$ cat src/rtl/fan_speed_and_power_button_controller_unit_defines.svh
// Assertion macros shared by the fan controller RTL.
// Both macros expect signals named clk and rst_n in the calling module.
`ifndef FAN_SPEED_AND_POWER_BUTTON_CONTROLLER_UNIT_DEFINES_SVH
`define FAN_SPEED_AND_POWER_BUTTON_CONTROLLER_UNIT_DEFINES_SVH

`ifndef ASSERT_OFF
`define ASSERT_CLK(lbl, prop, msg) \
    lbl: assert property (@(posedge clk) disable iff (!rst_n) (prop)) else $error(msg);
`define ASSERT_NEXT(lbl, pre, post, msg) \
    lbl: assert property (@(posedge clk) disable iff (!rst_n) (pre) |=> (post)) \
        else $error(msg);
`else
`define ASSERT_CLK(lbl, prop, msg)
`define ASSERT_NEXT(lbl, pre, post, msg)
`endif

`endif

$ cat src/rtl/fsbc_pkg.sv
package fsbc_pkg;

    localparam int unsigned TEMP_W      = 10;
    localparam int unsigned DUTY_W      = 8;
    localparam int unsigned CNT8_W      = 8;
    localparam int unsigned CFG_W       = 10;
    localparam int unsigned CFG_IDX_W   = 3;
    localparam int unsigned TOTAL_W     = 16;
    localparam int unsigned IN_TDATA_W  = 16;
    localparam int unsigned OUT_TDATA_W = 16;

    localparam int unsigned SAMPLES_PER_AVERAGE_DEF = 64;

    // Division by the sample count is a multiply by a rounded-up reciprocal.
    // With a shift of TOTAL_W + 6 the quotient is exact for counts up to 64.
    localparam int unsigned RECIP_SHIFT = TOTAL_W + 6;
    localparam int unsigned RECIP_W     = RECIP_SHIFT + 1;

    localparam logic [DUTY_W-1:0] UPPER_DUTY_LIMIT = 8'd240;

    localparam logic [TEMP_W-1:0] OVERHEAT_LEVEL_RST  = 10'd800;
    localparam logic [TEMP_W-1:0] FLOOR_LEVEL_RST     = 10'd565;
    localparam logic [TEMP_W-1:0] DUTY_OFFSET_RST     = 10'd560;
    localparam logic [DUTY_W-1:0] MIN_DUTY_RST        = 8'd30;
    localparam logic [DUTY_W-1:0] HOT_DUTY_RST        = 8'd254;
    localparam logic [CNT8_W-1:0] CHECK_PERIOD_RST    = 8'd100;
    localparam logic [CNT8_W-1:0] SHORT_PRESS_MIN_RST = 8'd2;
    localparam logic [CNT8_W-1:0] LONG_PRESS_MIN_RST  = 8'd20;

    typedef enum logic [CFG_IDX_W-1:0] {
        CFG_OVERHEAT_LEVEL  = 3'd0,
        CFG_FLOOR_LEVEL     = 3'd1,
        CFG_DUTY_OFFSET     = 3'd2,
        CFG_MIN_DUTY        = 3'd3,
        CFG_HOT_DUTY        = 3'd4,
        CFG_CHECK_PERIOD    = 3'd5,
        CFG_SHORT_PRESS_MIN = 3'd6,
        CFG_LONG_PRESS_MIN  = 3'd7
    } cfg_index_t;

    typedef struct packed {
        logic [TEMP_W-1:0] overheat_level;
        logic [TEMP_W-1:0] floor_level;
        logic [TEMP_W-1:0] duty_offset;
        logic [DUTY_W-1:0] min_duty;
        logic [DUTY_W-1:0] hot_duty;
        logic [CNT8_W-1:0] check_period;
        logic [CNT8_W-1:0] short_press_min;
        logic [CNT8_W-1:0] long_press_min;
    } cfg_t;

    // Packed so that the first field sits in the highest bits.
    typedef struct packed {
        logic              button_down;
        logic [TEMP_W-1:0] temp_sample;
    } item_t;

    typedef struct packed {
        logic              overheated;
        logic              power_enabled;
        logic              duty_updated;
        logic [DUTY_W-1:0] duty_level;
    } result_t;

endpackage

$ cat src/rtl/fsbc_cfg.sv
module fsbc_cfg
    import fsbc_pkg::*;
(
    input  logic                 clk,
    input  logic                 rst_n,
    input  logic                 cfg_we,
    input  logic [CFG_IDX_W-1:0] cfg_index,
    input  logic [CFG_W-1:0]     cfg_data,
    output cfg_t                 cfg
);

    cfg_t cfg_reg;
    cfg_t cfg_next;

    always_comb
    begin
        cfg_next = cfg_reg;
        if (cfg_we)
        begin
            case (cfg_index_t'(cfg_index))
                CFG_OVERHEAT_LEVEL:  cfg_next.overheat_level  = cfg_data[TEMP_W-1:0];
                CFG_FLOOR_LEVEL:     cfg_next.floor_level     = cfg_data[TEMP_W-1:0];
                CFG_DUTY_OFFSET:     cfg_next.duty_offset     = cfg_data[TEMP_W-1:0];
                CFG_MIN_DUTY:        cfg_next.min_duty        = cfg_data[DUTY_W-1:0];
                CFG_HOT_DUTY:        cfg_next.hot_duty        = cfg_data[DUTY_W-1:0];
                CFG_CHECK_PERIOD:    cfg_next.check_period    = cfg_data[CNT8_W-1:0];
                CFG_SHORT_PRESS_MIN: cfg_next.short_press_min = cfg_data[CNT8_W-1:0];
                CFG_LONG_PRESS_MIN:  cfg_next.long_press_min  = cfg_data[CNT8_W-1:0];
                default:             cfg_next = cfg_reg;
            endcase
        end
    end

    always_ff @(posedge clk or negedge rst_n)
    begin
        if (!rst_n)
        begin
            cfg_reg.overheat_level  <= OVERHEAT_LEVEL_RST;
            cfg_reg.floor_level     <= FLOOR_LEVEL_RST;
            cfg_reg.duty_offset     <= DUTY_OFFSET_RST;
            cfg_reg.min_duty        <= MIN_DUTY_RST;
            cfg_reg.hot_duty        <= HOT_DUTY_RST;
            cfg_reg.check_period    <= CHECK_PERIOD_RST;
            cfg_reg.short_press_min <= SHORT_PRESS_MIN_RST;
            cfg_reg.long_press_min  <= LONG_PRESS_MIN_RST;
        end
        else
        begin
            cfg_reg <= cfg_next;
        end
    end

    assign cfg = cfg_reg;

endmodule

$ cat src/rtl/fsbc_in_reg.sv
module fsbc_in_reg
    import fsbc_pkg::*;
(
    input  logic  clk,
    input  logic  rst_n,
    input  logic  in_valid,
    output logic  in_ready,
    input  item_t in_item,
    input  logic  pop,
    output logic  valid,
    output item_t item
);

    logic  valid_reg;
    logic  valid_next;
    item_t item_reg;

    // Take a new item when the register is empty or the held one leaves in the same cycle.
    assign in_ready = !valid_reg || pop;

    always_comb
    begin
        if (in_valid && in_ready)
            valid_next = 1'b1;
        else if (pop)
            valid_next = 1'b0;
        else
            valid_next = valid_reg;
    end

    always_ff @(posedge clk or negedge rst_n)
    begin
        if (!rst_n)
            valid_reg <= 1'b0;
        else
            valid_reg <= valid_next;
    end

    always_ff @(posedge clk)
    begin
        if (in_valid && in_ready)
            item_reg <= in_item;
    end

    assign valid = valid_reg;
    assign item  = item_reg;

endmodule

$ cat src/rtl/fsbc_core.sv
`include "fan_speed_and_power_button_controller_unit_defines.svh"

module fsbc_core
    import fsbc_pkg::*;
#(
    parameter int unsigned SAMPLES_PER_AVERAGE = SAMPLES_PER_AVERAGE_DEF
)
(
    input  logic    clk,
    input  logic    rst_n,
    input  logic    advance,
    input  item_t   item,
    input  cfg_t    cfg,
    output result_t result
);

    localparam int unsigned CNT_W  = $clog2(SAMPLES_PER_AVERAGE + 1);
    localparam int unsigned PROD_W = TOTAL_W + RECIP_W;
    localparam logic [CNT_W-1:0] CNT_LAST = CNT_W'(SAMPLES_PER_AVERAGE);
    localparam logic [RECIP_W-1:0] RECIP =
        RECIP_W'(((64'd1 << RECIP_SHIFT) + 64'(SAMPLES_PER_AVERAGE) - 64'd1)
                 / 64'(SAMPLES_PER_AVERAGE));

    logic [TOTAL_W-1:0] total_reg,     total_next;
    logic [CNT_W-1:0]   count_reg,     count_next;
    logic [CNT8_W-1:0]  ticks_reg,     ticks_next;
    logic [CNT8_W-1:0]  hold_reg,      hold_next;
    logic [CNT8_W-1:0]  last_hold_reg, last_hold_next;
    logic               press_reg,     press_next;
    logic               release_reg,   release_next;
    logic               hot_reg,       hot_next;
    logic               power_reg,     power_next;
    logic [DUTY_W-1:0]  duty_reg,      duty_next;

    logic [TOTAL_W-1:0] total_sum;
    logic [CNT_W-1:0]   count_inc;
    logic               due;
    logic [PROD_W-1:0]  product;
    logic [TOTAL_W-1:0] avg;
    logic [TEMP_W-1:0]  floored;
    logic [TEMP_W-1:0]  diff;
    logic               avg_hot;
    logic [DUTY_W-1:0]  avg_duty;
    logic [CNT8_W-1:0]  ticks_inc;

    assign total_sum = total_reg + TOTAL_W'(item.temp_sample);
    assign count_inc = count_reg + CNT_W'(1);
    assign due       = (count_inc == CNT_LAST);

    assign product = PROD_W'(total_sum) * PROD_W'(RECIP);
    assign avg     = product[RECIP_SHIFT +: TOTAL_W];

    // Below the overheat level the average fits the sample width.
    assign floored = (avg[TEMP_W-1:0] < cfg.floor_level) ? cfg.floor_level
                                                         : avg[TEMP_W-1:0];
    assign diff    = floored - cfg.duty_offset;

    always_comb
    begin
        avg_hot  = 1'b0;
        avg_duty = diff[DUTY_W-1:0];
        if (avg > TOTAL_W'(cfg.overheat_level))
        begin
            avg_hot  = 1'b1;
            avg_duty = cfg.hot_duty;
        end
        else if (floored < cfg.duty_offset)
        begin
            avg_duty = cfg.hot_duty;
        end
        else if (diff < TEMP_W'(cfg.min_duty))
        begin
            avg_duty = '0;
        end
        else if (diff > TEMP_W'(UPPER_DUTY_LIMIT))
        begin
            avg_duty = cfg.hot_duty;
        end
    end

    assign ticks_inc = (ticks_reg == '1) ? ticks_reg : ticks_reg + CNT8_W'(1);

    always_comb
    begin
        total_next     = due ? '0 : total_sum;
        count_next     = due ? '0 : count_inc;
        hot_next       = due ? avg_hot : hot_reg;
        duty_next      = due ? avg_duty : duty_reg;
        ticks_next     = ticks_inc;
        hold_next      = hold_reg;
        last_hold_next = last_hold_reg;
        press_next     = press_reg;
        release_next   = release_reg;
        power_next     = power_reg;

        if (hot_next)
        begin
            power_next = 1'b0;
        end
        else if (ticks_inc > cfg.check_period)
        begin
            ticks_next = '0;
            if (item.button_down)
            begin
                hold_next      = hold_reg + CNT8_W'(1);
                last_hold_next = hold_next;
            end
            else
            begin
                hold_next = '0;
            end
            if (hold_next != '0)
                press_next = 1'b1;
            if (press_next && hold_next == '0)
                release_next = 1'b1;
            // Short press first; the long-press test then sees the cleared count.
            if (last_hold_next > cfg.short_press_min && release_next)
            begin
                press_next     = 1'b0;
                release_next   = 1'b0;
                last_hold_next = '0;
                power_next     = 1'b0;
            end
            if (last_hold_next > cfg.long_press_min)
            begin
                press_next     = 1'b0;
                last_hold_next = '0;
                power_next     = 1'b1;
            end
        end
    end

    always_ff @(posedge clk or negedge rst_n)
    begin
        if (!rst_n)
        begin
            total_reg     <= '0;
            count_reg     <= '0;
            ticks_reg     <= '0;
            hold_reg      <= '0;
            last_hold_reg <= '0;
            press_reg     <= 1'b0;
            release_reg   <= 1'b0;
            hot_reg       <= 1'b0;
            power_reg     <= 1'b0;
            duty_reg      <= '0;
        end
        else if (advance)
        begin
            total_reg     <= total_next;
            count_reg     <= count_next;
            ticks_reg     <= ticks_next;
            hold_reg      <= hold_next;
            last_hold_reg <= last_hold_next;
            press_reg     <= press_next;
            release_reg   <= release_next;
            hot_reg       <= hot_next;
            power_reg     <= power_next;
            duty_reg      <= duty_next;
        end
    end

    assign result.duty_level    = duty_next;
    assign result.duty_updated  = due;
    assign result.power_enabled = power_next;
    assign result.overheated    = hot_next;

    `ASSERT_CLK(a_count_below_last, count_reg < CNT_LAST, "sample count overrun")
    `ASSERT_CLK(a_hot_power_off, hot_reg |-> !power_reg, "power on while overheated")
    `ASSERT_NEXT(a_count_clear, advance && due, count_reg == '0 && total_reg == '0, "sum not cleared")

endmodule

$ cat src/rtl/fsbc_out_reg.sv
module fsbc_out_reg
    import fsbc_pkg::*;
(
    input  logic    clk,
    input  logic    rst_n,
    input  logic    load,
    input  result_t in_result,
    input  logic    out_ready,
    output logic    valid,
    output result_t result
);

    logic    valid_reg;
    logic    valid_next;
    result_t result_reg;

    always_comb
    begin
        if (load)
            valid_next = 1'b1;
        else if (out_ready)
            valid_next = 1'b0;
        else
            valid_next = valid_reg;
    end

    always_ff @(posedge clk or negedge rst_n)
    begin
        if (!rst_n)
            valid_reg <= 1'b0;
        else
            valid_reg <= valid_next;
    end

    always_ff @(posedge clk)
    begin
        if (load)
            result_reg <= in_result;
    end

    assign valid  = valid_reg;
    assign result = result_reg;

endmodule

$ cat src/rtl/fan_speed_and_power_button_controller_unit.sv
// Channel   Direction  Payload
// s_axis    in         temp_sample, button_down (one item = one tick)
// m_axis    out        duty_level, duty_updated, power_enabled, overheated
// cfg       in         write only, one register per write, no wait
//
// Each item passes through the input register, then the
// accumulate/average/button update into the result register.
// One item per cycle sustained while the output is not stalled; the average divide is a constant reciprocal
// multiply, the single multiplier in the update path.
// rst_n clears all counters and flags and loads the register defaults.
// A stalled output holds its item; the input keeps accepting while its register is empty or the
// held item can move into the result register in the same cycle.
`include "fan_speed_and_power_button_controller_unit_defines.svh"

module fan_speed_and_power_button_controller_unit
    import fsbc_pkg::*;
#(
    parameter int unsigned SAMPLES_PER_AVERAGE = SAMPLES_PER_AVERAGE_DEF
)
(
    input  logic                   clk,
    input  logic                   rst_n,
    input  logic                   s_axis_tvalid,
    output logic                   s_axis_tready,
    // [9:0] temp_sample, [10] button_down, [15:11] zero
    input  logic [IN_TDATA_W-1:0]  s_axis_tdata,
    output logic                   m_axis_tvalid,
    input  logic                   m_axis_tready,
    // [7:0] duty_level, [8] duty_updated, [9] power_enabled, [10] overheated,
    // [15:11] zero
    output logic [OUT_TDATA_W-1:0] m_axis_tdata,
    input  logic                   cfg_we,
    input  logic [CFG_IDX_W-1:0]   cfg_index,
    input  logic [CFG_W-1:0]       cfg_data
);

    localparam int unsigned OUT_PAD_W = OUT_TDATA_W - $bits(result_t);

    cfg_t    cfg;
    item_t   item;
    logic    item_valid;
    logic    advance;
    result_t core_result;
    result_t out_result;

    // Move the held item into the result register when that slot is free.
    assign advance = item_valid && (!m_axis_tvalid || m_axis_tready);

    fsbc_cfg u_cfg (
        .clk       (clk),
        .rst_n     (rst_n),
        .cfg_we    (cfg_we),
        .cfg_index (cfg_index),
        .cfg_data  (cfg_data),
        .cfg       (cfg)
    );

    fsbc_in_reg u_in_reg (
        .clk      (clk),
        .rst_n    (rst_n),
        .in_valid (s_axis_tvalid),
        .in_ready (s_axis_tready),
        .in_item  (item_t'(s_axis_tdata[$bits(item_t)-1:0])),
        .pop      (advance),
        .valid    (item_valid),
        .item     (item)
    );

    fsbc_core #(
        .SAMPLES_PER_AVERAGE (SAMPLES_PER_AVERAGE)
    ) u_core (
        .clk     (clk),
        .rst_n   (rst_n),
        .advance (advance),
        .item    (item),
        .cfg     (cfg),
        .result  (core_result)
    );

    fsbc_out_reg u_out_reg (
        .clk       (clk),
        .rst_n     (rst_n),
        .load      (advance),
        .in_result (core_result),
        .out_ready (m_axis_tready),
        .valid     (m_axis_tvalid),
        .result    (out_result)
    );

    assign m_axis_tdata = {{OUT_PAD_W{1'b0}}, out_result};

endmodule

$ cat config.mk
export PLATFORM = sky130hd
export DESIGN_NAME = fan_speed_and_power_button_controller_unit
export DESIGN_NICKNAME = d
export VERILOG_FILES = /design/src/rtl/fsbc_pkg.sv /design/src/rtl/fsbc_cfg.sv /design/src/rtl/fsbc_in_reg.sv /design/src/rtl/fsbc_core.sv /design/src/rtl/fsbc_out_reg.sv /design/src/rtl/fan_speed_and_power_button_controller_unit.sv
export VERILOG_INCLUDE_DIRS = /design/src /design/src/rtl
export SDC_FILE = /design/constraint.sdc
export NUM_CORES = 1
export LEC_CHECK = 0
export ABC_CLOCK_PERIOD_IN_PS = 8300
export BUFFER_PORTS_ARGS = -buffer_cell sky130_fd_sc_hd__buf_2
export CAP_MARGIN = 20
export CORE_MARGIN = 2
export CORE_UTILIZATION = 35
export CTS_BUF_LIST = sky130_fd_sc_hd__clkbuf_4
export CTS_CLUSTER_DIAMETER = 30
export DETAILED_ROUTE_END_ITERATION = 6
export HOLD_SLACK_MARGIN = 0.1
export SYNTH_ARGS = -nofsm -noshare
export SYNTH_HDL_FRONTEND = slang
export SYNTH_SLANG_ARGS = --single-unit
$ cat constraint.sdc
create_clock -name clk -period 8.3 [get_ports clk]
set_clock_uncertainty 0.05 [all_clocks]
set_input_delay 0.83 -clock clk [delete_from_list [all_inputs] [get_ports clk]]
set_output_delay 0.83 -clock clk [all_outputs]
set_load 0.01 [all_outputs]
; Word-level counts from Yosys, hierarchy flattened
; Cells that the tools add are included.
[totals]
word_cells = 111
out_inout_bits = 18
inputBits = 34
register_bits = 153
[classes]
order_cmp = 8
mux = 40
add_sub_neg = 5
eq_ne = 9
reduce_logical = 22
bitwise_logic = 1
[op_table]
columns = operator, count
row1 = 8-bit 2-to-1 mux, 18
row2 = 8-bit > comparator, 3
row3 = 10-bit < comparator, 2
row4 = 1-bit 2-to-1 mux, 19
row5 = 16-bit by 10-bit adder with 16-bit output, 1
row6 = 8-bit by 1-bit adder with 8-bit output (second input constant), 2
row7 = 16-bit 2-to-1 mux, 1
row8 = 2-bit AND reduction, 8
row9 = 3-bit == test (second input constant), 4
row10 = 10-bit > comparator, 1
row11 = 10-bit by 8-bit > comparator with 1-bit output (second input constant), 1
row12 = 10-bit by 8-bit < comparator with 1-bit output, 1
row13 = 10-bit 2-to-1 mux, 1
row14 = 10-bit subtractor, 1
row15 = 8-bit == test (second input constant), 1
row16 = 8-bit zero test, 1
row17 = 8-bit nonzero test, 1
row18 = 7-bit by 1-bit adder with 7-bit output (second input constant), 1
row19 = 7-bit == test (second input constant), 1
row20 = 7-bit 2-to-1 mux, 1
row21 = 3-bit by 2-bit == test with 1-bit output (second input constant), 2
row22 = 1-bit logical AND, 4
row23 = 2-bit nonzero test, 2
row24 = 3-bit by 1-bit == test with 1-bit output (second input constant), 1
row25 = 5 further kinds, 7

; Longest topological paths before layout
[logic_depth]
word_depth = 21
depth_mapped = 30
ltp_nobuf = 29

; Modules after synthesis
; Synthesis repeated with hierarchy kept, for this count alone.
[unflattened]
cells_unflattened = 843
area_unflattened_um2 = 9305.2
[modules_own_cells]
columns = mod, cells_per_inst, area_per_inst_um2, n_inst, seq_area_each_um2
row1 = fsbc_core, 650, 5570.3, 1, 1476.4
row2 = fsbc_cfg, 156, 2931.6, 1, 1786.7
row3 = fsbc_in_reg, 15, 384.1, 1, 355.3
row4 = fsbc_out_reg, 14, 366.6, 1, 355.3
row5 = fan_speed_and_power_button_controller_unit, 8, 52.6, 1, 0.0

; Worst setup path after synthesis
; No wires, ideal clock.
[synth_timing]
path_kind = reg2reg
startpoint = register u_in_reg.item_reg, in the netlist u_in_reg.item[1]
endpoint = register u_out_reg.result_reg, in the netlist u_out_reg.result[0] (data pin)
setup_ps = 261
n_path_buf = 1
t_arrival_ps = 5978
synth_period_minus_slack_ps = 6289
t_required_ps = 7989
path_stages_with_launch = 29
path_slack_ps = 2011
path_cell_list = edfxtp_1 -> ha_1 -> a21o_1 -> a21o_1 -> a2111oi_2 -> a211oi_1 -> or2_2 -> xor2_1 -> ha_1 -> a21o_1 -> a21oi_1 -> nor2b_1 -> o21ai_0 -> a31o_2 -> buf_2 -> mux2_2 -> ha_1 -> nor2b_1 -> o221a_2 -> nor3_1 -> a2bb2oi_2 -> ha_1 -> nand3_1 -> a21oi_1 -> o311ai_0 -> nand2_1 -> nand2_1 -> o22ai_2 -> a221o_1
[synth_rtl]
columns = item, line_no
row1 = from (decl), fsbc_in_reg.sv:16  ; item_t item_reg;
row2 = from (signal assigned), fsbc_in_reg.sv:42  ; item_reg <= in_item;
row3 = to (signal assigned), fsbc_out_reg.sv:38  ; result_reg <= in_result;
row4 = to (decl), fsbc_out_reg.sv:15  ; result_t result_reg;

==> run metrics <==
outcome=complete, no violations; worst slew pin tran=1.05 ns; grt ovf=0; Critical Path Most Common Cell=ha_1; Cell variety after synth=79; clock root cell=clkbuf_4; Vert. Die Dim=163 µm; global-route wire length before repair=32,100 µm; ranking of synthesized cells by area=dfrtp_1, ha_1, dfstp_2, edfxtp_1, mux2_2; Crit Path Category=reg -> reg; largest net degree at the start of global routing=77; Initial Util=35.4%; Yosys top cell area share=29.0%; clk slew on worst S/H paths=0.15 ns; I/O pin total=52; initial antenna violation count=1; CTS tree=built; Post-CTS Hold Buffers=0; Area Growth Syn to Fin=9.94%; max-capacitance violation count=0; startpoint types=flip-flop; Final Hold Fails=0; syn avg cell area=10.4 µm²; max reg flops=70; cts repair resizes=0; max-slew violations=0; vias in the first global route=6,210; FMAX=0.140 GHz; TritonCTS Sinks=153; full die area=26,700 µm²; num rows=58; starting DRC count in detailed routing=292; met2 usage=24.3%; sequential share of the synthesized area=44.7%; setup TNS=0 ns; RSZ-0062 raised after global routing=false; H-tree Lvls=4; buffers plus inverters on the worst setup path=0; IO buf count=41; Critical Path AT=7.46 ns; Worst EP required=8.60 ns; final net count=1,011; drt pass-1 iters=4; mapped cell area=8900 µm²; max incr delay on CP=0.41 ns; Final ANT Viol Nets=0; crit path max fanout=10; routability cong.=0.790; via density per instance=5.07; cell taking the most area after synthesis=dfrtp_1; critical path's top delay family=compound AO/OA/AOI/OAI gates; # DRC=0; Final Instance Area=9780 µm²; gr busiest metal=met2; Post-synth EDFFs=22; Main synth FF type=dfrtp_1; Mapped Cells=856; Tot GR Track Use=15.3%; Core ar.=25,100 µm²; postcts setup bufs=0; GR Util met3=2.97%; TritonCTS Buffers=17; Tmin final=7.16 ns; Clock Latency Late Sink=0.57 ns; clk buf depth=2; fin crit share=86.2%; WHS=0.128 ns; Post-DP HPWL=13,800 µm; final wirelength=19,100 µm; Pleak=4.35 nW; Setup Viol. Count Final=0; #FFs+latches synth=153; WL/cell=15.3 µm; critical path capture point type=flip-flop; vias=6,316; area after detailed placement=9480 µm²; critical path's slowest cell=a2111oi_0; met1 Track Usage GR=21.2%; worst-case vdd ir drop=0.223 mV; Worst slew margin=29.9%; ys async rst share=85.6%; layout cells sized above 1=21.1%; YS warnings=0; Die Wd=163 µm; Worst Hold Class=in -> async; PD cells=337 nW/µm²
-- synthesized netlist by cell type (2+ instances only) --
master / number
buf_4: 5
a211oi_1: 3
ha_1: 73
nor3b_1: 2
nor2_1: 31
o2111ai_1: 2
nor3_1: 11
xnor2_1: 24
a21oi_1: 35
o21a_1: 12
inv_1: 76
buf_2: 2
nand3_1: 27
nand4b_1: 3
and2_1: 16
a221o_1: 6
nand2b_1: 8
nand2_1: 83
nand4_1: 9
a22o_1: 19
o41ai_1: 2
o22ai_2: 2
o21ai_0: 71
nor2b_1: 7
xor2_1: 9
or3_1: 2
a32o_1: 8
o31ai_4: 2
edfxtp_1: 22
a31oi_1: 4
a21o_1: 10
o21bai_1: 2
a21oi_2: 3
o31ai_1: 5
fa_1: 2
clkbuf_1: 18
mux2_2: 56
mux2_4: 3
a31o_2: 2
dfstp_2: 28
and3_1: 10
o21ai_1: 2
dfrtp_1: 103
-- worst paths after layout --
| kind | startpoint | endpoint | slack (ns) | cells after the start |
|---|---|---|---|---|
| max in group asynchronous | rst_n | u_cfg.cfg[21] | 7.01 | 3 |
| min in group clk | s_axis_tdata[2] | u_in_reg.item[2] | 0.37 | 1 |
| setup / recovery | u_core.total_reg[0] | u_out_reg.result[2] | 1.14 | 26 |
| setup reg to reg | u_core.total_reg[0] | u_out_reg.result[2] | 1.14 | 26 |
| hold / removal | rst_n | u_cfg.cfg[37] | 0.13 | 1 |
| hold reg to reg | u_core.total_reg[2] | u_core.total_reg[2] | 0.46 | 2 |
-- area by class of cell --
class	instances	area [µm²]
Antenna cell	1	2.50
Inverter	76	285
Timing Repair Buffer	49	295
Clock inverter	15	135
Clock buffer	17	128
Tap cell	330	413
Multi-Input combinational cell	605	4550
Fill cell	2504	15300
Sequential cell	153	3970
-- report_power, final --
part | internal [mW] | switching, mW
Sequential | 0.936 | 0.106
Combinational | 0.784 | 1.03
Clock | 0.129 | 0.307
Total | 1.85 | 1.44
-- routing by layer --
| metal | vias up | wire (µm) |
|---|---|---|
| met4 | 0 | 240 |
| met3 | 18 | 639 |
| met2 | 80 | 8860 |
| li1 | 3163 | - |
| met1 | 3055 | 9310 |
| met5 | - | 0 |
-- cell usage in the layout, fill, tap and decap left out, types with 3 or more instances in the layout --
master,n
a32o_1,8
mux2_4,3
a211oi_1,3
o31ai_1,5
inv_1,76
dfstp_2,28
a21oi_1,35
dfrtp_1,103
xnor2_1,24
mux2_2,56
edfxtp_1,22
inv_6,4
nand4_1,9
a21o_1,10
xor2_1,9
conb_1,5
nand4b_1,3
and3_1,10
nor3_1,9
clkinvlp_4,3
a22o_1,19
buf_2,40
nor2_1,31
buf_4,6
a31oi_1,4
a221o_1,6
clkbuf_4,17
and2_1,16
nand3_1,27
nand2_1,83
nand2b_1,8
o21a_1,12
ha_1,73
o21ai_0,71
clkinv_4,4
a21oi_2,3
nor2b_1,7
-- metrics by stage --
step / power, mW / instances / setup WS, ns / utilization, %
floorplan: 2.45 / 860 / 2.01 / -
global placement: 2.84 / 1211 / 1.33 / 37.8
detailed placement: 2.88 / 1211 / 1.19 / 37.8
CTS: 3.33 / 1243 / 1.10 / 38.8
global route: 3.62 / 1246 / 0.497 / 39.0
finish: 3.29 / 1246 / 1.14 / 39.0
-- cells by family (layout without fill, tap and decap cells) --
group | Yosys count | count (layout) | share of synthesized area [%]
AND/OR/NAND/NOR | 223 | 223 | 12.5
XOR/XNOR | 33 | 33 | 3.25
AO/OA/AOI/OAI | 209 | 209 | 16.6
other | 1 | 6 | 0.0421
multiplexers | 60 | 60 | 7.70
flip-flops | 153 | 153 | 44.7
adder cells (fa/ha/maj) | 75 | 75 | 10.7
buffers and inverters | 102 | 157 | 4.54
(Power assumes the default switching activity.)
